$ cat config.mk
export PLATFORM = sky130hd
export DESIGN_NAME = ebs_acc_mem
export DESIGN_NICKNAME = d
export VERILOG_FILES = /design/src/rtl/core/ebs_pkg.sv /design/src/rtl/core/ebs_acc_mem.sv
export SDC_FILE = /design/constraint.sdc
export NUM_CORES = 1
export LEC_CHECK = 0
export BUFFER_PORTS_ARGS = -buffer_cell sky130_fd_sc_hd__clkbuf_2
export CAP_MARGIN = 20
export CORE_MARGIN = 2
export CORE_UTILIZATION = 64
export CTS_BUF_LIST = sky130_fd_sc_hd__clkbuf_8
export CTS_CLUSTER_DIAMETER = 120
export CTS_CLUSTER_SIZE = 24
export DETAILED_ROUTE_END_ITERATION = 6
export GPL_TIMING_DRIVEN = 0
export MAX_ROUTING_LAYER = met4
export PLACE_DENSITY = 0.86
export SETUP_SLACK_MARGIN = 0.15
export SLEW_MARGIN = 5
export SYNTH_ARGS = -nofsm -noshare
export SYNTH_HDL_FRONTEND = slang
export SYNTH_SLANG_ARGS = --single-unit
$ cat constraint.sdc
create_clock -name clk_i -period 2.2 [get_ports clk_i]
set_input_delay 0.44 -clock clk_i [delete_from_list [all_inputs] [get_ports clk_i]]
set_output_delay 0.44 -clock clk_i [all_outputs]
set_load 0.05 [all_outputs]
$ cat src/rtl/core/ebs_pkg.sv
// Shared package for the embedding bag sum block.
// Holds field widths, configuration register indexes and reset defaults.
// No dependencies.
package ebs_pkg;

  localparam int unsigned RowInW   = 10;  // row_index field
  localparam int unsigned ColInW   = 4;   // column_index and column fields
  localparam int unsigned WordW    = 32;  // Q16.16 table words and sums
  localparam int unsigned BagW     = 16;  // bag_number, bag_length, lookup count
  localparam int unsigned NColW    = 5;   // columns_in_use register
  localparam int unsigned RedKW    = 4;   // row reduction step counter
  localparam int unsigned CfgIdxW  = 1;
  localparam int unsigned CfgDataW = 16;

  localparam int unsigned DefTableRows = 1024;
  localparam int unsigned DefMaxCols   = 16;
  localparam int unsigned OutColLimit  = 16;  // the column field reaches 15 at most

  localparam logic [CfgIdxW-1:0] CFG_BAG_LENGTH = 1'b0;
  localparam logic [CfgIdxW-1:0] CFG_COLUMNS    = 1'b1;

  localparam logic [BagW-1:0]  BAG_LENGTH_RST = 16'd1;
  localparam logic [NColW-1:0] COLUMNS_RST    = 5'd16;

  localparam logic REQ_LOAD   = 1'b0;
  localparam logic REQ_LOOKUP = 1'b1;

endpackage

$ cat src/rtl/core/ebs_acc_mem.sv
// Bag accumulator storage with one valid bit per word; an invalid word reads zero.
// The whole accumulator clears at once through its valid bits. Depends on ebs_pkg.
module ebs_acc_mem import ebs_pkg::*; #(
  parameter int unsigned DEPTH  = DefMaxCols,
  parameter int unsigned ADDR_W = 4
) (
  input  logic              clk_i,
  input  logic              rst_ni,
  input  logic              clr_i,
  input  logic              we_i,
  input  logic [ADDR_W-1:0] waddr_i,
  input  logic [WordW-1:0]  wdata_i,
  input  logic              re_i,
  input  logic [ADDR_W-1:0] raddr_i,
  output logic [WordW-1:0]  rdata_o
);

  logic [WordW-1:0] mem_q [DEPTH];
  logic [DEPTH-1:0] valid_q;
  logic [WordW-1:0] rdata_q;

  always_ff @(posedge clk_i) begin
    if (we_i) begin
      mem_q[waddr_i] <= wdata_i;
    end
    if (re_i) begin
      rdata_q <= valid_q[raddr_i] ? mem_q[raddr_i] : '0;
    end
  end

  always_ff @(posedge clk_i or negedge rst_ni) begin
    if (!rst_ni) begin
      valid_q <= '0;
    end else if (clr_i) begin
      valid_q <= '0;
    end else if (we_i) begin
      valid_q[waddr_i] <= 1'b1;
    end
  end

  assign rdata_o = rdata_q;

endmodule

==> out/metrics.csv, run 1 <==
metric;value;unit
top-area cell type share of the netlist area;78.1;%
area grow syn2layout;9.78;%
clock slew seen by the registers of the worst setup and hold paths;0.13;ns
initial antenna violation count;2;
Worst-Margin Slew;0.882;ns
IO buf count;73;
Die H;185;um
status;finished, final reports clean;
syn avg cell area;23.2;um2
post-route cell area;23000;um2
initial DRC count;1366;
CTS Sinks;560;
number of vias per cell;6.74;
skew final;0.0309;ns
CTS Buf Count;27;
Root Driver;clkbuf_8;
Synth Cell Area;20900;um2
Post-synth top cells;edfxtp_1, mux4_2, a22oi_1;
Final setup viols;0;
most common cell in the netlist;edfxtp_1;
post-route ant nets;0;
Critical Path, Cell by Cell;mux4_2, a22o_1, nor2_4, buf_12, buf_6, a21oi_1;
die area;34100;um2
Final Wtd Congestion;0.755;
Final Hold Viols;0;
pin count of the biggest net entering global routing;33;
Fillers;1836;
Synth area leaders;edfxtp_1, mux4_2, a22oi_1;
share of cells above drive strength 1;29.5;%
Synth async-reset ratio;2.86;%
arrival time worst endpoint;2.35;ns
HP Class;input pin to register;
worst hold slack;0.133;ns
Slew Viols, Final;0;
Startpoint Class;register;
largest stage delay on the critical path;0.47;ns
row count;66;
post-layout utilization of the core;70.9;%
RR Startpoint;valid_q[0];
drc violations;0;
post-layout min period;1.99;ns
Critical-path top delay cell;mux4_2;
gr ovfl total;0;
placed inst area;22400;um2
global-route wire length before repair;64.3;mm
Critical path origin;valid_q[0];
H-tree levels;1;
ratio of final minimum period to clock period;90.5;%
worst skew pair latency;0.63;ns
Syn Inst Count;900;
post-synthesis sequential area ratio;80.0;%
clk buf depth;3;
Post-Syn Nets;945;
Hold Startpoint;clr_i;
Max FO, Critical Path;10;
DP HPWL;28.5;mm
Pleak;7.25;nW
die width;185;um
initial core utilization;64.6;%
critical path type;register to register;
Final Net Count;1071;
post-synthesis register bit count;560;
Cell variety after synth;21;
worst slack, placed;-0.575;ns
Worst EP required;2.56;ns
gr usage total;27.5;%
CTS tree;yes;
Avg WL per Cell;29.9;um
vias in the first global route;10100;
routed via count;9963;
pwr dens;746;nW/um2
routed wire length;44.2;mm
Setup WS post-layout;0.209;ns
Slew HR;41.1;%
Max Freq;502;MHz
post-synth top area cell;edfxtp_1;
Post-synth EDFFs;544;
Worst VDD drop;0.655;mV
drt pass-1 iters;5;
core area;32400;um2
number of placed I/O pins;77;
synthesis warning total;0;
RSZ-0062 raised after global routing;no;
max_cap viols;0;
CP Capture Type;register;
Most used DFF post-synth;edfxtp_1;
==> placed cells by master, fill, tap and decap left out, types with 4 or more instances in the layout <==
cell	synthesis	layout
edfxtp_1	544	544
mux4_2	132	132
clkbuf_2	0	74
a22oi_1	64	64
nor2_1	45	33
a21oi_1	32	32
clkbuf_8	0	27
clkbuf_1	17	17
dfrtp_1	16	16
nor2_4	1	13
buf_2	12	13
buf_4	11	11
buf_16	0	11
buf_12	0	10
inv_1	0	10
buf_6	6	5
nor3_4	0	4
==> logic make-up after synthesis <==
kind of cell / share of synthesized area, %
flip-flops: 80.0
AND/OR/NAND/NOR: 1.26
multiplexers: 14.2
buffers and inverters: 1.38
AO/OA/AOI/OAI: 3.15
==> where the power goes <==
part           total [mW]  switching, mW  internal [mW]
combinational        1.16          0.724          0.433
clock                4.01           2.84           1.16
sequential           12.0         0.0596           11.9
total                17.1           3.63           13.5
==> flip-flops by register name, summed over array words and instances (netlist names) <==
name     flops
mem_q      512
rdata_o     32
valid_q     16
==> through the flow <==
| stage | TNS, ns | power (mW) | std cells |
|---|---|---|---|
| global route | 0 | 17.6 | 1479 |
| finish | 0 | 17.1 | 1479 |
| floorplan | -93.55 | 12.9 | 900 |
| global placement | -794.96 | 13.2 | 1415 |
| CTS | 0 | 17.2 | 1474 |
| detailed placement | -35.21 | 13.4 | 1435 |
==> repair_timing <==
action	4_1_cts	5_1_grt
hold buffers	1	0
gates resized for setup	1	3
hold endpoints to repair	16	0
pin swaps	0	1
setup endpoints to repair	3	2
cloned	0	1
buffers inserted	0	1
==> routing by layer <==
metal	part of all wire (%)	wire length, um	global-route usage, %	up-vias
li1	-	-	-	4050
met1	37	16500	38.3	5219
met2	51	22600	44.5	621
met3	9.6	4250	4.11	73
met4	2.1	943	6.16	0
met5	0	0	-	-
==> worst max-delay path, delay by kind of cell (launching register included) <==
| kind | cells | cell delay (ns) |
|---|---|---|
| mux | 1 | 0.47 |
| simple gates | 1 | 0.14 |
| buf+inv | 2 | 0.33 |
| flops | 1 | 0.41 |
| compound gates | 2 | 0.38 |
==> layout make-up <==
class                           count  area, um2  share of cell area (%)
Timing Repair Buffer               97        913                    3.98
Sequential cell                   560      16700                    72.9
Clock buffer                       27        372                    1.62
Tap cell                          442        553                    2.41
Buffer                             50        300                    1.31
Clock inverter                     11       53.8                   0.234
Antenna cell                        2       5.00                  0.0218
Multi-Input combinational cell    290       4030                    17.6
==> final timing paths <==
check / slack, ns / endpoint / cells after the start
worst max-delay path: 0.21 / rdata_o[21] / 6
worst min-delay path: 0.13 / valid_q[0] / 2
worst max register to register: 0.21 / rdata_o[21] / 6
worst min register to register: 0.50 / valid_q[12] / 2
max in group asynchronous: 1.65 / valid_q[13] / 2
min in group asynchronous: 0.25 / valid_q[1] / 2
Note: power is estimated with default switching activity, not from simulation.
==> run 2: changes to the inputs <==
ABC_AREA = 1   (was default)
TNS_END_PERCENT = 20   (was default)
==> run 2 against run 1 <==
Sequential share of layout area down 8.2 points; via count up 75%; clock skew up 0.010 ns; highest routed layer unchanged; synthesized cell count rose to 2.5 times the previous value; critical path depth up 2; largest cell class unchanged; combinational power up 59%; the run now ends with design-rule violations left; global-route usage up 7.7 points; fmax up 3.8%; wire length up 50%; worst hold slack worse by 0.013 ns.
==> out/metrics.csv, run 2 <==
metric;value;unit;change
gr usage total;35.2;%;was 27.5%
most frequent cells in the layout;nand2_1, edfxtp_1, inv_1;;was edfxtp_1, mux4_2, clkbuf_2
post-synth top area cell;edfxtp_1;;unchanged
CTS Buf Count;27;;unchanged
violated checks;design-rule violations;;
die area;39100;um2;was 34100 um2
area grow syn2layout;7.66;%;was 9.78%
CTS Sinks;560;;unchanged
Cell Count, Final, Fillers Out;2893;;was 1479
Max FO, Critical Path;10;;unchanged
Max Freq;521;MHz;was 502 MHz
critical path type;input pin to register;;was register to register
vias in the first global route;17000;;was 10100
Pleak;11.4;nW;was 7.25 nW
core area;37300;um2;was 32400 um2
Root Driver;clkbuf_8;;unchanged
most common cell in the netlist;nand2_1;;was edfxtp_1
worst hold slack;0.121;ns;was 0.133 ns
max FFs per register;512;;unchanged
status;complete, but fails checks;;was finished, final reports clean
Placed Instances;2853;;was 1435
Slew Viols, Final;0;;unchanged
Critical Path, Cell by Cell;clkbuf_2, clkbuf_1, buf_2, nand3_1, nand3_1, nand2_1, nand2_1, inv_1;;was mux4_2, a22o_1, nor2_4, buf_12, buf_6, a21oi_1
Post-Syn Nets;2336;;was 945
largest stage delay on the critical path;0.61;ns;was 0.47 ns
Critical-path top delay cell;clkbuf_1;;was mux4_2
Setup WS post-layout;0.282;ns;was 0.209 ns
Post-synth EDFFs;544;;unchanged
Post-synth top cells;nand2_1, edfxtp_1, inv_1;;was edfxtp_1, mux4_2, a22oi_1
CTS tree;yes;;unchanged
pwr dens;697;nW/um2;was 746 nW/um2
Syn Inst Count;2291;;was 900
n_diodes;0;;was 2
number of placed I/O pins;77;;unchanged
initial DRC count;2878;;was 1366
# Post-CTS Setup Buffers;0;;unchanged
Worst-Margin Slew;1.00;ns;was 0.882 ns
Startpoint Class;input pin;;was register
Buf+Inv Stages, Crit Path;4;;was 2
Post-CTS Resized;0;;was 1
post-synthesis sequential area ratio;69.6;%;was 80.0%
clock slew seen by the registers of the worst setup and hold paths;0.14;ns;was 0.13 ns
post-layout min period;1.92;ns;was 1.99 ns
arrival time worst endpoint;2.34;ns;was 2.35 ns
post-layout utilization of the core;69.4;%;was 70.9%
grt met3 use;6.13;%;was 4.11%
Die H;198;um;was 185 um
skew final;0.0409;ns;was 0.0309 ns
die width;198;um;was 185 um
Worst EP required;2.62;ns;was 2.56 ns
CP Capture Type;register;;unchanged
share of cells above drive strength 1;9.63;%;was 29.5%
routed via count;17500;;was 9963
gr ovfl total;0;;unchanged
Final Net Count;2455;;was 1071
drt pass-1 iters;7;;was 5
Cell variety after synth;17;;was 21
commonest non-fill, non-tap cell in the layout;nand2_1;;was edfxtp_1
routed wire length;66.4;mm;was 44.2 mm
synthesis warning total;0;;unchanged
Setup TNS;0;ns;unchanged
cell class contributing the biggest share of worst-path delay;buffers and inverters;;was multiplexers
Final Hold Viols;0;;unchanged
met2 usage;54.6;%;was 44.5%
HP Class;input pin to register;;unchanged
worst slack, placed;-0.226;ns;was -0.575 ns
post-route ant nets;0;;unchanged
initial antenna violation count;0;;was 2
number of vias per cell;6.04;;was 6.74
DP HPWL;42.7;mm;was 28.5 mm
pin count of the biggest net entering global routing;33;;unchanged
initial core utilization;64.5;%;was 64.6%
Most used DFF post-synth;edfxtp_1;;unchanged
GR peak layer;met2;;unchanged
ratio of final minimum period to clock period;87.2;%;was 90.5%
Avg WL per Cell;23.0;um;was 29.9 um
worst skew pair latency;0.66;ns;was 0.63 ns
met1 usage;45.0;%;was 38.3%
Slew HR;33.3;%;was 41.1%
Synth async-reset ratio;2.86;%;unchanged
Final Wtd Congestion;0.871;;was 0.755
RSZ-0062 raised after global routing;no;;unchanged
Reg with most FFs;mem_q;;unchanged
row count;71;;was 66
drc violations;1;;was 0
Worst VDD drop;0.638;mV;was 0.655 mV
global-route wire length before repair;97.3;mm;was 64.3 mm
clk buf depth;3;;unchanged
Final setup viols;0;;unchanged
H-tree levels;1;;unchanged
Synth Cell Area;24000;um2;was 20900 um2
Synth area leaders;edfxtp_1, nand2_1, nand3_1;;was edfxtp_1, mux4_2, a22oi_1
IO buf count;72;;was 73
top-area cell type share of the netlist area;67.9;%;was 78.1%
max_cap viols;0;;unchanged
syn avg cell area;10.5;um2;was 23.2 um2
post-synthesis register bit count;560;;unchanged
-- run 2: changes by cell type in the layout (fill, tap and decap cells not counted), sizes merged, moves of 10 or more --
cell    change
mux4      -132
buf        +69
nor2       -10
clkbuf     -13
a22oi      -64
a21oi      -26
inv       +447
nand3     +396
nand2     +728
-- run 2: path summary, 6_finish.rpt --
| kind | start | endpoint | slack, ns | cells past startpoint |
|---|---|---|---|---|
| hold / removal | clr_i | valid_q[0] | 0.12 | 2 |
| min in group asynchronous | rst_ni | valid_q[9] | 0.21 | 2 |
| hold reg to reg | valid_q[5] | valid_q[5] | 0.52 | 2 |
| setup / recovery | raddr_i[2] | rdata_o[0] | 0.28 | 8 |
| setup reg to reg | valid_q[8] | rdata_o[26] | 0.57 | 9 |
| max in group asynchronous | rst_ni | valid_q[14] | 1.67 | 2 |
-- run 2: cell families (layout without fill, tap and decap cells) --
| group | count (synthesis) | after routing | synth area share, % |
|---|---|---|---|
| AOI/OAI and AO/OA | 7 | 7 | 0.146 |
| and+or+nand+nor | 1164 | 1164 | 20.3 |
| buffers and inverters | 560 | 688 | 10.0 |
| DFF | 560 | 560 | 69.6 |
-- run 2: stage by stage --
step	instance area (um2)	total power, mW
after detailed placement	25400	14.0
after global placement	25000	13.9
after global routing	25900	18.4
after CTS	25900	17.9
final	25900	18.1
after floorplan	24000	13.3
-- run 2: repair_timing --
item | 4_1_cts | 5_1_grt
hold endpoints to repair | 16 | 0
hold buffers | 1 | 0
endpoints found under the setup margin | 0 | 0
-- run 2: layer usage --
layer / share of wire (%) / up-vias
li1: - / 7527
met1: 34 / 8094
met2: 46 / 1496
met3: 14 / 345
met4: 6.2 / 0
met5: 0 / -
-- run 2: power breakdown --
| part | switching (mW) | leakage [nW] | internal, mW | total [mW] |
|---|---|---|---|---|
| Clock | 3.03 | 0.255 | 1.16 | 4.19 |
| Sequential | 0.0622 | 5.18 | 11.9 | 12.0 |
| Combinational | 1.39 | 6.00 | 0.469 | 1.85 |
| Total | 4.48 | 11.4 | 13.6 | 18.1 |
-- run 2: cell type report --
cell class / instances / area, um2
Buffer: 113 / 724
Fill cell: 2528 / 11400
Multi-Input combinational cell: 1171 / 5000
Timing Repair Buffer: 90 / 733
Inverter: 447 / 1680
Clock inverter: 11 / 53.8
Tap cell: 474 / 593
Clock buffer: 27 / 372
Sequential cell: 560 / 16700
-- run 2: worst register-to-register path, stage by stage (launching register included) --
cell and delay, ns:
dfrtp_1 0.39, inv_1 0.08, nand2_1 0.07, nand3_1 0.09, nand3_1 0.09, nand3_1 0.11
nand2_2 0.17, buf_6 0.22, nand2_1 0.14, inv_1 0.05
