[config.mk]
export PLATFORM = sky130hd
export DESIGN_NAME = ebs_ctrl
export DESIGN_NICKNAME = d
export VERILOG_FILES = /design/src/rtl/core/ebs_pkg.sv /design/src/rtl/core/ebs_ctrl.sv
export SDC_FILE = /design/constraint.sdc
export NUM_CORES = 1
export LEC_CHECK = 0
export BUFFER_PORTS_ARGS = -buffer_cell sky130_fd_sc_hd__buf_2
export CAP_MARGIN = 25
export CORE_UTILIZATION = 52
export CTS_BUF_LIST = sky130_fd_sc_hd__clkbuf_16
export CTS_CLUSTER_SIZE = 14
export DETAILED_ROUTE_END_ITERATION = 16
export PLACE_DENSITY_LB_ADDON = 0.08
export SLEW_MARGIN = 15
export SYNTH_ARGS = -nofsm -noshare
export SYNTH_HDL_FRONTEND = slang
export SYNTH_SLANG_ARGS = --single-unit
[constraint.sdc]
create_clock -name clk_i -period 4.9 [get_ports clk_i]
set_clock_uncertainty 0.05 [all_clocks]
set_input_delay 0.245 -clock clk_i [delete_from_list [all_inputs] [get_ports clk_i]]
set_output_delay 0.245 -clock clk_i [all_outputs]
set_load 0.03 [all_outputs]
[src/rtl/core/ebs_pkg.sv]
// Shared package for the embedding bag sum block.
// Holds field widths, configuration register indexes and reset defaults.
// No dependencies.
package ebs_pkg;

  localparam int unsigned RowInW   = 10;  // row_index field
  localparam int unsigned ColInW   = 4;   // column_index and column fields
  localparam int unsigned WordW    = 32;  // Q16.16 table words and sums
  localparam int unsigned BagW     = 16;  // bag_number, bag_length, lookup count
  localparam int unsigned NColW    = 5;   // columns_in_use register
  localparam int unsigned RedKW    = 4;   // row reduction step counter
  localparam int unsigned CfgIdxW  = 1;
  localparam int unsigned CfgDataW = 16;

  localparam int unsigned DefTableRows = 1024;
  localparam int unsigned DefMaxCols   = 16;
  localparam int unsigned OutColLimit  = 16;  // the column field reaches 15 at most

  localparam logic [CfgIdxW-1:0] CFG_BAG_LENGTH = 1'b0;
  localparam logic [CfgIdxW-1:0] CFG_COLUMNS    = 1'b1;

  localparam logic [BagW-1:0]  BAG_LENGTH_RST = 16'd1;
  localparam logic [NColW-1:0] COLUMNS_RST    = 5'd16;

  localparam logic REQ_LOAD   = 1'b0;
  localparam logic REQ_LOOKUP = 1'b1;

endpackage

[src/rtl/core/ebs_ctrl.sv]
// Sequencer of the embedding bag sum: row reduction, table loads, the
// column-by-column read-add-write pass and result emission. Depends on ebs_pkg.
module ebs_ctrl import ebs_pkg::*; #(
  parameter int unsigned TABLE_ROWS  = DefTableRows,
  parameter int unsigned MAX_COLUMNS = DefMaxCols,
  parameter int unsigned ADDR_W      = 14,
  parameter int unsigned ACC_AW      = 4
) (
  input  logic              clk_i,
  input  logic              rst_ni,
  input  logic              in_valid_i,
  output logic              in_ready_o,
  input  logic              in_type_i,
  input  logic [RowInW-1:0] in_row_i,
  input  logic [ColInW-1:0] in_col_i,
  input  logic [WordW-1:0]  in_value_i,
  input  logic [NColW-1:0]  ncols_i,
  input  logic [BagW-1:0]   need_i,
  output logic              tab_we_o,
  output logic [ADDR_W-1:0] tab_waddr_o,
  output logic [WordW-1:0]  tab_wdata_o,
  output logic              tab_re_o,
  output logic [ADDR_W-1:0] tab_raddr_o,
  input  logic [WordW-1:0]  tab_rdata_i,
  output logic              acc_clr_o,
  output logic              acc_we_o,
  output logic [ACC_AW-1:0] acc_waddr_o,
  output logic [WordW-1:0]  acc_wdata_o,
  output logic              acc_re_o,
  output logic [ACC_AW-1:0] acc_raddr_o,
  input  logic [WordW-1:0]  acc_rdata_i,
  input  logic              out_ready_i,
  output logic              out_valid_o,
  output logic [BagW-1:0]   out_bag_o,
  output logic [ColInW-1:0] out_col_o,
  output logic [WordW-1:0]  out_sum_o,
  output logic              out_last_o
);

  // Number of conditional subtractions that bring a row index into range.
  function automatic int red_steps(input int unsigned rows);
    int n;
    n = 0;
    for (int k = 0; k < RowInW; k++) begin
      if ((rows << k) < (1 << RowInW)) begin
        n++;
      end
    end
    return n;
  endfunction

  function automatic logic [WordW-1:0] sat_add(input logic [WordW-1:0] a,
                                               input logic [WordW-1:0] b);
    logic [WordW:0] s;
    s = {a[WordW-1], a} + {b[WordW-1], b};
    if (s[WordW] != s[WordW-1]) begin
      return s[WordW] ? {1'b1, {(WordW-1){1'b0}}} : {1'b0, {(WordW-1){1'b1}}};
    end
    return s[WordW-1:0];
  endfunction

  localparam int unsigned RedSteps = red_steps(TABLE_ROWS);
  localparam int unsigned RedK0    = (RedSteps > 0) ? RedSteps - 1 : 0;
  localparam logic [RowInW-1:0] RowsNarrow = RowInW'(TABLE_ROWS);
  localparam logic [ADDR_W-1:0] RowStride  = ADDR_W'(MAX_COLUMNS);
  localparam logic [6:0]        ColLimit   = 7'(MAX_COLUMNS);

  typedef enum logic [2:0] {
    ST_IDLE, ST_REDUCE, ST_LOAD, ST_LOOK, ST_EMIT_RD, ST_EMIT_WR
  } state_e;

  state_e             state_q;
  logic               look_q;
  logic [RowInW-1:0]  row_q;
  logic [ColInW-1:0]  col_q;
  logic [WordW-1:0]   value_q;
  logic               complete_q;
  logic [BagW-1:0]    cnt_q;
  logic [BagW-1:0]    bag_q;
  logic [RedKW-1:0]   red_k_q;
  logic [NColW-1:0]   c_q;
  logic               s1_q;
  logic [ACC_AW-1:0]  s1_col_q;
  logic               out_valid_q;
  logic [BagW-1:0]    out_bag_q;
  logic [ColInW-1:0]  out_col_q;
  logic [WordW-1:0]   out_sum_q;
  logic               out_last_q;

  logic [BagW-1:0]    cnt_next;
  logic               complete_now;
  logic [RowInW-1:0]  red_sub;
  logic [ADDR_W-1:0]  row_base;
  logic               issuing;
  logic               slot_free;
  logic               last_col;
  state_e             work_state;

  assign cnt_next     = cnt_q + BagW'(1);
  assign complete_now = (cnt_next >= need_i) || (cnt_next == '0);
  assign red_sub      = RowsNarrow << red_k_q;
  assign row_base     = ADDR_W'(row_q) * RowStride;
  assign issuing      = (c_q < ncols_i);
  assign slot_free    = !out_valid_q || out_ready_i;
  assign last_col     = (c_q + NColW'(1) == ncols_i);
  assign work_state   = look_q ? ST_LOOK : ST_LOAD;
  assign in_ready_o   = (state_q == ST_IDLE);

  always_comb begin
    tab_we_o    = 1'b0;
    tab_waddr_o = row_base + ADDR_W'(col_q);
    tab_wdata_o = value_q;
    tab_re_o    = 1'b0;
    tab_raddr_o = row_base + ADDR_W'(c_q);
    acc_re_o    = 1'b0;
    acc_raddr_o = ACC_AW'(c_q);
    acc_we_o    = s1_q;
    acc_waddr_o = s1_col_q;
    acc_wdata_o = sat_add(acc_rdata_i, tab_rdata_i);
    acc_clr_o   = 1'b0;
    unique case (state_q)
      ST_LOAD:    tab_we_o = ({3'b000, col_q} < ColLimit);
      ST_LOOK: begin
        tab_re_o = issuing;
        acc_re_o = issuing;
      end
      ST_EMIT_RD: acc_re_o = 1'b1;
      ST_EMIT_WR: acc_clr_o = slot_free && last_col;
      default: ;
    endcase
  end

  always_ff @(posedge clk_i or negedge rst_ni) begin
    if (!rst_ni) begin
      state_q     <= ST_IDLE;
      look_q      <= 1'b0;
      row_q       <= '0;
      col_q       <= '0;
      value_q     <= '0;
      complete_q  <= 1'b0;
      cnt_q       <= '0;
      bag_q       <= '0;
      red_k_q     <= '0;
      c_q         <= '0;
      s1_q        <= 1'b0;
      s1_col_q    <= '0;
      out_valid_q <= 1'b0;
      out_bag_q   <= '0;
      out_col_q   <= '0;
      out_sum_q   <= '0;
      out_last_q  <= 1'b0;
    end else begin
      // The emit state refills the output register itself whenever the slot frees.
      if (out_valid_q && out_ready_i && (state_q != ST_EMIT_WR)) begin
        out_valid_q <= 1'b0;
      end
      unique case (state_q)
        ST_IDLE: begin
          if (in_valid_i) begin
            look_q  <= (in_type_i == REQ_LOOKUP);
            row_q   <= in_row_i;
            col_q   <= in_col_i;
            value_q <= in_value_i;
            red_k_q <= RedKW'(RedK0);
            c_q     <= '0;
            if (in_type_i == REQ_LOOKUP) begin
              complete_q <= complete_now;
              cnt_q      <= complete_now ? '0 : cnt_next;
            end
            if (RedSteps > 0) begin
              state_q <= ST_REDUCE;
            end else begin
              state_q <= (in_type_i == REQ_LOOKUP) ? ST_LOOK : ST_LOAD;
            end
          end
        end
        ST_REDUCE: begin
          if (row_q >= red_sub) begin
            row_q <= row_q - red_sub;
          end
          if (red_k_q == '0) begin
            state_q <= work_state;
          end else begin
            red_k_q <= red_k_q - RedKW'(1);
          end
        end
        ST_LOAD: state_q <= ST_IDLE;
        ST_LOOK: begin
          s1_q     <= issuing;
          s1_col_q <= ACC_AW'(c_q);
          if (issuing) begin
            c_q <= c_q + NColW'(1);
          end else if (!s1_q) begin
            c_q     <= '0;
            state_q <= complete_q ? ST_EMIT_RD : ST_IDLE;
          end
        end
        ST_EMIT_RD: state_q <= ST_EMIT_WR;
        ST_EMIT_WR: begin
          if (slot_free) begin
            out_valid_q <= 1'b1;
            out_bag_q   <= bag_q;
            out_col_q   <= ColInW'(c_q);
            out_sum_q   <= acc_rdata_i;
            out_last_q  <= last_col;
            if (last_col) begin
              bag_q   <= bag_q + BagW'(1);
              c_q     <= '0;
              state_q <= ST_IDLE;
            end else begin
              c_q     <= c_q + NColW'(1);
              state_q <= ST_EMIT_RD;
            end
          end
        end
        default: state_q <= ST_IDLE;
      endcase
    end
  end

  assign out_valid_o = out_valid_q;
  assign out_bag_o   = out_bag_q;
  assign out_col_o   = out_col_q;
  assign out_sum_o   = out_sum_q;
  assign out_last_o  = out_last_q;

endmodule

==> flow_summary.html, run 1 <==
<table>
<tr><th>Metric</th><th>Value</th></tr>
<tr><th colspan="2">Detailed routing</th></tr>
<tr><td>Vias/cell</td><td>5.436</td></tr>
<tr><td>Total Routed Length</td><td>23350 um</td></tr>
<tr><td>Detail Route Antenna Nets</td><td>0</td></tr>
<tr><td>Iteration count of the initial detailed-routing pass</td><td>5</td></tr>
<tr><td>Average detailed-routed wire length per instance</td><td>16.04 um</td></tr>
<tr><td>Initial DRC count</td><td>335</td></tr>
<tr><td>Count of unresolved DRC violations after routing</td><td>0</td></tr>
<tr><td>DR vias</td><td>approximately 8000</td></tr>
<tr><th colspan="2">STA</th></tr>
<tr><td>Worst-case hold slack</td><td>0.01836 ns</td></tr>
<tr><td>Number of max-slew violations in the final report</td><td>0</td></tr>
<tr><td>Slew at the pin closest to its max-slew limit</td><td>0.7307 ns</td></tr>
<tr><td>Fin crit period</td><td>3.690 ns</td></tr>
<tr><td>Setup repair after global routing missed its margin</td><td>false</td></tr>
<tr><td>Final hold vios</td><td>0</td></tr>
<tr><td>Max Clk Rate</td><td>between 200 and 300 MHz</td></tr>
<tr><td>Sum Neg Setup Slack</td><td>0 ns</td></tr>
<tr><td>Period utilization</td><td>0.7530</td></tr>
<tr><td>Relative slew slack</td><td>0.5129</td></tr>
<tr><td>Final setup violating endpoints</td><td>0</td></tr>
<tr><th colspan="2">Synthesis</th></tr>
<tr><td>Mean Syn Cell Area</td><td>10.23 um2</td></tr>
<tr><td>Number of different library cells in the post-synthesis netlist</td><td>69</td></tr>
<tr><td>EDFF count, synth</td><td>0</td></tr>
<tr><td>Total of warnings raised by yosys</td><td>0</td></tr>
<tr><td>Flip-flop and latch count after synthesis</td><td>151</td></tr>
<tr><td>Fraction of synthesis flops using an asynchronous set or reset pin</td><td>1.000</td></tr>
<tr><td>Sequential-to-total area share from yosys stat</td><td>0.4080</td></tr>
<tr><td>Main synth FF type</td><td>dfrtp_1</td></tr>
<tr><td>Count of mapped cells out of synthesis</td><td>905</td></tr>
<tr><td>Post-synthesis instance area</td><td>9261 um2</td></tr>
<tr><td>Post-synth net total</td><td>1103</td></tr>
<tr><th colspan="2">Hold path</th></tr>
<tr><td>Worst min path class</td><td>input pin to flop</td></tr>
<tr><td>Number of stages on the worst hold path</td><td>2</td></tr>
<tr><td>Hold path startpoint</td><td>in_value_i[8]</td></tr>
<tr><td>Hold EP</td><td>tab_wdata_o[8]</td></tr>
<tr><th colspan="2">Floorplanning</th></tr>
<tr><td>Number of ports placed on the die boundary</td><td>a little under 300</td></tr>
<tr><td>Area enclosed by the die boundary</td><td>18350 um2</td></tr>
<tr><td>Total core area</td><td>17360 um2</td></tr>
<tr><td>X dimension of the die</td><td>135.5 um</td></tr>
<tr><td>Initial core utilization</td><td>0.5336</td></tr>
<tr><td>Num rows</td><td>48</td></tr>
<tr><td>Die boundary height</td><td>135.5 um</td></tr>
<tr><th colspan="2">Placed design</th></tr>
<tr><td>Placed Instances</td><td>1390</td></tr>
<tr><td>Detail Placement HPWL</td><td>17330 um</td></tr>
<tr><td>Area after DPL</td><td>10850 um2</td></tr>
<tr><td>Global placement routability congestion</td><td>0.8882</td></tr>
<tr><td>I/O Buffers</td><td>between 200 and 300</td></tr>
<tr><th colspan="2">Setup path</th></tr>
<tr><td>Worst r2r src</td><td>cnt_q[0]</td></tr>
<tr><td>Type of the worst setup path</td><td>flop to flop</td></tr>
<tr><td>Slowest stage delay, CP</td><td>~0.52 ns</td></tr>
<tr><td>Endpoint type of the worst setup path</td><td>flop</td></tr>
<tr><td>Worst endpoint required time</td><td>5.17 ns</td></tr>
<tr><td>Slack of the worst reg-to-reg path</td><td>1.21 ns</td></tr>
<tr><td>Endpoint arrival time on the critical path</td><td>3.95 ns</td></tr>
<tr><td>Worst r2r dst</td><td>cnt_q[11]</td></tr>
<tr><td>Crit-path cells</td><td>ha_1 -&gt; nand3_1 -&gt; nor3_2 -&gt; and3_1 -&gt; nand3_1 -&gt; xnor2_1 -&gt; ha_1 -&gt; nand4_1 -&gt; or4_1 -&gt; o21ai_1 -&gt; buf_4 -&gt; o21ai_0 -&gt; a21o_1</td></tr>
<tr><td>Master of the slowest instance on the critical path</td><td>or4_1</td></tr>
<tr><td>Maximum fanout along the worst path</td><td>21</td></tr>
<tr><td>Critical path startpoint category</td><td>flop</td></tr>
<tr><td>FF-to-FF path depth</td><td>13</td></tr>
<tr><th colspan="2">GRT</th></tr>
<tr><td>Tot GR Track Use</td><td>0.2603</td></tr>
<tr><td>Antenna violations before repair</td><td>0</td></tr>
<tr><td>Congestion Overflow GR</td><td>0</td></tr>
<tr><td>Wire length of the first global-routing pass</td><td>37870 um</td></tr>
<tr><td>Number of global-route vias before repair</td><td>7751</td></tr>
<tr><td>Maximum number of pins on one net before global-route repair</td><td>60</td></tr>
<tr><th colspan="2">Outcome</th></tr>
<tr><td>Result of the run</td><td>finished clean</td></tr>
<tr><th colspan="2">CTS</th></tr>
<tr><td>H-tree levels</td><td>4</td></tr>
<tr><td>Number of buffers between clock root and the deepest sink</td><td>2</td></tr>
<tr><td>Library cell used as clock root buffer</td><td>clkbuf_16</td></tr>
<tr><td>Total number of clock tree sinks</td><td>151</td></tr>
<tr><td>Number of gates resized after cts</td><td>0</td></tr>
<tr><td>Post-CTS repair timing setup buffer count</td><td>0</td></tr>
<tr><td>TritonCTS clock tree</td><td>yes</td></tr>
<tr><td>Clock-pin slew reported for the worst setup and hold paths after clock tree synthesis</td><td>0.07 ns</td></tr>
<tr><td>Post-CTS Hold Buffers</td><td>34</td></tr>
<tr><td>Number of buffers added by the clock tree synthesis step</td><td>17</td></tr>
<tr><td>Insertion delay of the later-clocked pin in the worst-skew pair</td><td>0.42 ns</td></tr>
<tr><th colspan="2">Power and ir drop</th></tr>
<tr><td>Reported leakage power</td><td>6.082 nW</td></tr>
<tr><td>Maximum VDD drop</td><td>between 0.4 and 0.5 mV</td></tr>
<tr><td>Total power density per cell area</td><td>516.4 nW/um2</td></tr>
<tr><td>Final Power</td><td>slightly above 0.006 W</td></tr>
<tr><th colspan="2">Cells and area</th></tr>
<tr><td>FF+latch area</td><td>between 3000 and 4000 um2</td></tr>
<tr><td>Area delta synth-&gt;final</td><td>27.15%</td></tr>
<tr><td>Area taken by multi-input logic gates</td><td>5087 um2</td></tr>
<tr><td>Final Non-Filler Cells</td><td>1456</td></tr>
<tr><td>Number of fill cells in the layout</td><td>1388</td></tr>
<tr><td>Total number of nets in the final design</td><td>~1400</td></tr>
<tr><td>Layout cell share with drive strength beyond 1</td><td>0.3786</td></tr>
<tr><td>Finished layout cell area</td><td>between 10000 and 15000 um2</td></tr>
<tr><td>Count of inserted antenna diode cells</td><td>0</td></tr>
<tr><th colspan="2">Run</th></tr>
<tr><td>Max-cap violation count</td><td>0</td></tr>
</table>
-- cells in the mapped netlist (all sizes together) (4+ instances only) --
master | instances | area share
dfrtp | 151 | 0.41
mux2 | 102 | 0.12
o21ai | 71 | 0.042
nand2 | 66 | 0.028
ha | 61 | 0.082
inv | 49 | 0.020
xnor2 | 49 | 0.048
a21oi | 44 | 0.026
nor2 | 39 | 0.017
xor2 | 27 | 0.026
nand3 | 25 | 0.014
a21o | 23 | 0.019
clkbuf | 22 | 0.0091
buf | 18 | 0.014
nor3 | 18 | 0.010
and3 | 16 | 0.011
nand4 | 11 | 0.0081
a211oi | 9 | 0.0073
a31oi | 9 | 0.0061
nor4 | 8 | 0.0054
o211ai | 6 | 0.0049
or2 | 6 | 0.0041
and2 | 5 | 0.0034
maj3 | 5 | 0.0054
nand2b | 5 | 0.0034
o21a | 5 | 0.0041
o31ai | 5 | 0.0041
o22a | 4 | 0.0038
o22ai | 4 | 0.0027
-- cells by family after synthesis --
group                      share of synthesized area
muxes                                         0.1251
DFF                                           0.4080
xor gates and xnor gates                     0.07390
adders and majority gates                    0.08998
buffers and inverters                        0.04337
AOI/OAI and AO/OA                             0.1442
and+or+nand+nor                               0.1155
-- cells in the final DEF (no fill, tap or decap), types with 4 or more instances in the layout --
master,netlist,routed
a211oi_1,9,9
a21o_1,22,22
a21oi_1,41,41
a31oi_1,9,9
and2_1,5,4
and3_1,16,16
buf_2,5,294
buf_4,8,5
clkbuf_16,0,17
dfrtp_1,151,151
dlygate4sd3_1,0,34
ha_1,61,61
inv_1,49,49
inv_6,0,7
maj3_1,5,5
mux2_2,102,102
nand2_1,64,64
nand2b_1,5,5
nand3_1,25,24
nand4_1,10,10
nor2_1,38,38
nor3_1,17,17
nor4_1,8,8
o211ai_1,6,6
o21a_1,5,5
o21ai_0,59,58
o21ai_1,3,4
o21ai_2,9,9
o22a_1,4,4
o22ai_1,4,4
o31ai_1,5,5
or2_2,6,6
xnor2_1,48,48
xor2_1,27,27
-- layer usage --
layer | vias up | track usage | routed length (um)
met5 | - | 0 | 0
met4 | 0 | 0.07553 | 392
met3 | 29 | 0.06098 | 1394
met2 | 270 | 0.4436 | 11260
met1 | 3734 | 0.3280 | 10300
li1 | 3882 | - | -
-- power breakdown --
part           total (W)  leakage, nW  switching [W]  internal (W)
combinational    0.00286         3.83        0.00184       0.00102
sequential       0.00190         1.97       0.000284       0.00162
clock            0.00131        0.283       0.000592      0.000722
total            0.00608         6.08        0.00272       0.00336
-- stage by stage --
step	util	setup slack, ns
6_report	0.6785	1.210
2_1_floorplan	-	1.463
5_1_grt	0.6785	0.9363
3_5_place_dp	0.6252	1.254
3_3_place_gp	0.6252	1.344
4_1_cts	0.6785	1.222
-- flip-flops by register name, summed over array words and instances, names as in the netlist, 3 cells and up --
name / flops
out_sum_o: 32
col_q: 4
out_col_o: 4
bag_q: 16
tab_wdata_o: 32
c_q: 5
state_q: 3
red_k_q: 4
cnt_q: 16
out_bag_o: 16
acc_waddr_o: 4
row_q: 10
-- worst max path at each step --
stage / cells after the start / slack, ns / from / endpoint
floorplan: 13 / 1.46 / cnt_q[0] / cnt_q[1]
global placement: 13 / 1.34 / cnt_q[0] / cnt_q[9]
detailed placement: 13 / 1.25 / cnt_q[0] / cnt_q[9]
CTS: 13 / 1.22 / cnt_q[0] / cnt_q[11]
global route: 13 / 0.94 / cnt_q[0] / cnt_q[11]
finish: 13 / 1.21 / cnt_q[0] / cnt_q[11]
-- cell type report --
cell class	count	share of cell area
clock buffers	17	0.03612
clock inverters	15	0.01349
inverters	49	0.01562
multi-input cells	665	0.4320
flip-flops and latches	151	0.3209
well taps	225	0.02391
repair buffers	334	0.1580
-- worst max-delay path, delay by kind of cell (launching register included) --
kind	cells	cell delay, ns
simple gates	6	1.61
fa+ha+maj	2	0.57
compound gates	3	0.47
flops	1	0.45
buf+inv	1	0.26
xor+xnor	1	0.17
No activity file was read; power rests on OpenSTA's default activity.
==> run 2: changes to the inputs <==
- ABC_AREA: default -> 1
- CORE_UTILIZATION: 52 -> 53
- clock period: 4.9 -> 3.85 ns (I/O delays scaled with it)
==> run 2 against run 1 <==
Design area grew 12%. Routed wire length rose by 27%. Global-route usage is 4.8 points higher. First-iteration DRC count rose by 35%. Sequential share of layout area is 3.4 points lower. Combinational power rose by 53%. Worst setup slack got worse by 0.83 ns. Critical path depth is 7 higher. Hold slack improved by 0.029 ns. Non-clock buffer count up 45.
==> flow_summary.html, run 2 <==
<table>
<tr><th>Metric</th><th>Value</th></tr>
<tr><th colspan="2">Synthesis</th></tr>
<tr><td>Flip-flop and latch count after synthesis</td><td>151 (unchanged)</td></tr>
<tr><td>Synth top area cells</td><td>dfrtp_1 37%, nand2_1 23%, ha_1 7.5%, inv_1 5.8%, o21ai_0 3.5% (was dfrtp_1 41%, mux2_2 12%, ha_1 8.2%, xnor2_1 4.5%, o21ai_0 3.2%)</td></tr>
<tr><td>Total of warnings raised by yosys</td><td>0 (unchanged)</td></tr>
<tr><td>Fraction of synthesis flops using an asynchronous set or reset pin</td><td>1.000 (unchanged)</td></tr>
<tr><td>Area share of the largest cell type after synthesis</td><td>0.3720 (was 0.4080)</td></tr>
<tr><td>Post-synthesis instance area</td><td>10160 um2 (was 9261 um2)</td></tr>
<tr><td>Sequential-to-total area share from yosys stat</td><td>0.3720 (was 0.4080)</td></tr>
<tr><td>Most frequently used cell type in the post-synthesis netlist</td><td>nand2_1 (was dfrtp_1)</td></tr>
<tr><td>Mean Syn Cell Area</td><td>7.063 um2 (was 10.23 um2)</td></tr>
<tr><td>Main synth FF type</td><td>dfrtp_1 (unchanged)</td></tr>
<tr><td>Largest area contributor in the netlist</td><td>dfrtp_1 (unchanged)</td></tr>
<tr><td>Post-synth net total</td><td>1636 (was 1103)</td></tr>
<tr><td>Most instantiated cells after synthesis</td><td>617 x nand2_1, 156 x inv_1, 151 x dfrtp_1 (was 151 x dfrtp_1, 102 x mux2_2, 64 x nand2_1)</td></tr>
<tr><td>EDFF count, synth</td><td>0 (unchanged)</td></tr>
<tr><td>Count of mapped cells out of synthesis</td><td>1438 (was 905)</td></tr>
<tr><td>Number of different library cells in the post-synthesis netlist</td><td>42 (was 69)</td></tr>
<tr><th colspan="2">Cells and area</th></tr>
<tr><td>Fraction of the core area covered by cells at the end of the flow</td><td>0.7010 (was 0.6785)</td></tr>
<tr><td>Total number of nets in the final design</td><td>1993 (was 1416)</td></tr>
<tr><td>Layout cell share with drive strength beyond 1</td><td>0.2218 (was 0.3786)</td></tr>
<tr><td>Most common cell after layout, fill and taps aside</td><td>nand2_1 (was buf_2)</td></tr>
<tr><td>Highest-count cells in the layout ignoring fill and taps</td><td>616 x nand2_1, 294 x buf_2, 155 x inv_1, 151 x dfrtp_1, 78 x dlygate4sd3_1 (was 294 x buf_2, 151 x dfrtp_1, 102 x mux2_2, 64 x nand2_1, 61 x ha_1)</td></tr>
<tr><td>Area delta synth-&gt;final</td><td>29.53% (was 27.15%)</td></tr>
<tr><td>Finished layout cell area</td><td>13160 um2 (was 11780 um2)</td></tr>
<tr><th colspan="2">Setup path</th></tr>
<tr><td>FF-to-FF path depth</td><td>18 (was 13)</td></tr>
<tr><td>Maximum fanout along the worst path</td><td>21 (unchanged)</td></tr>
<tr><td>Endpoint arrival time on the critical path</td><td>3.23 ns (was 3.95 ns)</td></tr>
<tr><td>Endpoint type of the worst setup path</td><td>primary output (was flop)</td></tr>
<tr><td>Type of the worst setup path</td><td>input pin to primary output (was flop to flop)</td></tr>
<tr><td>Worst endpoint required time</td><td>3.61 ns (was 5.17 ns)</td></tr>
<tr><td>Critical path startpoint category</td><td>input pin (was flop)</td></tr>
<tr><th colspan="2">Detailed routing</th></tr>
<tr><td>Count of unresolved DRC violations after routing</td><td>0 (unchanged)</td></tr>
<tr><td>Average detailed-routed wire length per instance</td><td>14.50 um (was 16.04 um)</td></tr>
<tr><td>Initial DRC count</td><td>451 (was 335)</td></tr>
<tr><td>Vias/cell</td><td>5.023 (was 5.436)</td></tr>
<tr><td>DR vias</td><td>10270 (was 7915)</td></tr>
<tr><td>Total Routed Length</td><td>29640 um (was 23350 um)</td></tr>
<tr><td>Iteration count of the initial detailed-routing pass</td><td>5 (unchanged)</td></tr>
<tr><td>Detail Route Antenna Nets</td><td>0 (unchanged)</td></tr>
<tr><th colspan="2">Placed design</th></tr>
<tr><td>Area after DPL</td><td>11740 um2 (was 10850 um2)</td></tr>
<tr><td>Worst slack at placement</td><td>0.7251 ns (was 1.254 ns)</td></tr>
<tr><td>I/O Buffers</td><td>295 (unchanged)</td></tr>
<tr><td>Global placement routability congestion</td><td>0.9872 (was 0.8882)</td></tr>
<tr><td>Detail Placement HPWL</td><td>22360 um (was 17330 um)</td></tr>
<tr><th colspan="2">STA</th></tr>
<tr><td>Sum Neg Setup Slack</td><td>0 ns (unchanged)</td></tr>
<tr><td>Fin crit period</td><td>3.474 ns</td></tr>
<tr><td>Worst-case hold slack</td><td>0.04765 ns (was 0.01836 ns)</td></tr>
<tr><td>Setup repair after global routing missed its margin</td><td>false (unchanged)</td></tr>
<tr><td>Crit path setup slack, layout</td><td>0.3763 ns (was 1.210 ns)</td></tr>
<tr><td>Period utilization</td><td>0.9023</td></tr>
<tr><td>Final setup violating endpoints</td><td>0 (unchanged)</td></tr>
<tr><td>Final hold vios</td><td>0 (unchanged)</td></tr>
<tr><td>Max Clk Rate</td><td>287.9 MHz</td></tr>
<tr><td>Slew at the pin closest to its max-slew limit</td><td>0.8819 ns (was 0.7307 ns)</td></tr>
<tr><td>Relative slew slack</td><td>0.4121 (was 0.5129)</td></tr>
<tr><td>Number of max-slew violations in the final report</td><td>0 (unchanged)</td></tr>
<tr><th colspan="2">CTS</th></tr>
<tr><td>Number of buffers between clock root and the deepest sink</td><td>2 (unchanged)</td></tr>
<tr><td>Clock-pin slew reported for the worst setup and hold paths after clock tree synthesis</td><td>0.06 ns (was 0.07 ns)</td></tr>
<tr><td>Number of buffers added by the clock tree synthesis step</td><td>17 (unchanged)</td></tr>
<tr><td>Post-CTS repair timing setup buffer count</td><td>0 (unchanged)</td></tr>
<tr><td>H-tree levels</td><td>4 (unchanged)</td></tr>
<tr><td>Library cell used as clock root buffer</td><td>clkbuf_16 (unchanged)</td></tr>
<tr><td>TritonCTS clock tree</td><td>yes (unchanged)</td></tr>
<tr><td>Total number of clock tree sinks</td><td>151 (unchanged)</td></tr>
<tr><td>Insertion delay of the later-clocked pin in the worst-skew pair</td><td>0.42 ns (about the same)</td></tr>
<tr><th colspan="2">Power and ir drop</th></tr>
<tr><td>Total power density per cell area</td><td>670.0 nW/um2 (was 516.4 nW/um2)</td></tr>
<tr><td>Reported leakage power</td><td>7.554 nW (was 6.082 nW)</td></tr>
<tr><td>Maximum VDD drop</td><td>0.3907 mV (was 0.4230 mV)</td></tr>
<tr><th colspan="2">GRT</th></tr>
<tr><td>Congestion Overflow GR</td><td>0 (unchanged)</td></tr>
<tr><td>Wire length of the first global-routing pass</td><td>47960 um (was 37870 um)</td></tr>
<tr><td>Antenna violations before repair</td><td>3 (was 0)</td></tr>
<tr><td>Number of global-route vias before repair</td><td>9980 (was 7751)</td></tr>
<tr><td>Tot GR Track Use</td><td>0.3082 (was 0.2603)</td></tr>
<tr><td>Maximum number of pins on one net before global-route repair</td><td>98 (was 60)</td></tr>
<tr><th colspan="2">Floorplanning</th></tr>
<tr><td>Die boundary height</td><td>140.4 um (was 135.5 um)</td></tr>
<tr><td>Number of ports placed on the die boundary</td><td>296 (unchanged)</td></tr>
<tr><td>Total core area</td><td>18770 um2 (was 17360 um2)</td></tr>
<tr><td>X dimension of the die</td><td>140.4 um (was 135.5 um)</td></tr>
<tr><td>Initial core utilization</td><td>0.5412 (was 0.5336)</td></tr>
<tr><td>Area enclosed by the die boundary</td><td>19720 um2 (was 18350 um2)</td></tr>
<tr><td>Num rows</td><td>50 (was 48)</td></tr>
<tr><th colspan="2">Hold path</th></tr>
<tr><td>Worst min path class</td><td>input pin to flop (unchanged)</td></tr>
<tr><td>Number of stages on the worst hold path</td><td>4 (was 2)</td></tr>
<tr><th colspan="2">Run</th></tr>
<tr><td>Max-cap violation count</td><td>0 (unchanged)</td></tr>
<tr><th colspan="2">Outcome</th></tr>
<tr><td>Result of the run</td><td>finished clean (unchanged)</td></tr>
</table>
-- run 2: cell count changes after synthesis, sizes merged, moves of 9 or more --
cell | previous run | this run
a211oi | 9 | 0
a21o | 23 | 0
a21oi | 44 | 57
a31oi | 9 | 0
and3 | 16 | 0
inv | 49 | 165
mux2 | 102 | 0
nand2 | 66 | 632
nand3 | 25 | 59
nand3b | 0 | 10
nor2 | 39 | 90
xnor2 | 49 | 7
xor2 | 27 | 40
-- run 2: cell families after synthesis --
| logic type | after synthesis | share of synthesized area |
|---|---|---|
| AO/OA/AOI/OAI | 148 | 0.08081 |
| AND/OR/NAND/NOR | 824 | 0.3442 |
| flip-flops | 151 | 0.3720 |
| buffers and inverters | 206 | 0.08463 |
| XOR/XNOR | 47 | 0.04127 |
| adder cells (fa/ha/maj) | 62 | 0.07711 |
-- run 2: critical path, cell delays in order --
cell           delay [ns]
dlygate4sd3_1        0.52
buf_2                0.11
ha_1                 0.15
inv_1                0.05
fa_1                 0.40
inv_1                0.09
nand2_1              0.06
nand2_1              0.08
nand3_1              0.07
nand2_1              0.13
nand2_1              0.08
nand2_2              0.09
nand2_1              0.08
nand2_1              0.09
nand2_1              0.06
nand2_2              0.09
nand3_2              0.40
nand2_1              0.22
nand2_1              0.07
buf_2                0.19
-- run 2: routing by layer --
layer,vias to the layer above,share of wire,GRT usage
li1,5213,-,-
met1,4663,0.42,0.3678
met2,327,0.48,0.5332
met3,63,0.068,0.07077
met4,2,0.033,0.1301
met5,-,0.00034,0
-- run 2: metrics by stage --
step | power, W | std cells
after global routing | 0.009389 | 2044
final | 0.008815 | 2044
after floorplan | 0.005681 | 1438
after global placement | 0.006872 | 1932
after CTS | 0.008827 | 2042
after detailed placement | 0.006946 | 1932
-- run 2: path summary, 6_finish.rpt --
path,startpoint,to,slack (ns)
max,acc_rdata_i[0],acc_wdata_o[3],0.38
min,out_ready_i,out_valid_o,0.05
max reg2reg,cnt_q[0],cnt_q[0],0.87
min reg2reg,out_sum_o[18],out_sum_o[18],0.42
max in group asynchronous,rst_ni,bag_q[3],2.44
min in group asynchronous,rst_ni,cnt_q[15],0.39
-- run 2: timing repair --
item                                   4_1_cts  5_1_grt
resized for setup                            0        1
endpoints found under the hold margin      172        0
hold buffers                                78        0
setup endpoints to repair                    0       30
-- run 2: power by group --
group | switching, W | internal [W]
Combinational | 0.00310 | 0.00128
Sequential | 0.000434 | 0.00219
Clock | 0.000748 | 0.00105
-- run 2: layout make-up --
cell class              count  area (um2)
clock inverters            15       205.2
well taps                 234       292.8
multi-input cells        1081        5522
diodes                      2       5.005
inverters                 165       619.3
fillers                  1609        5612
flip-flops and latches    151        3779
repair buffers            379        2308
clock buffers              17       425.4
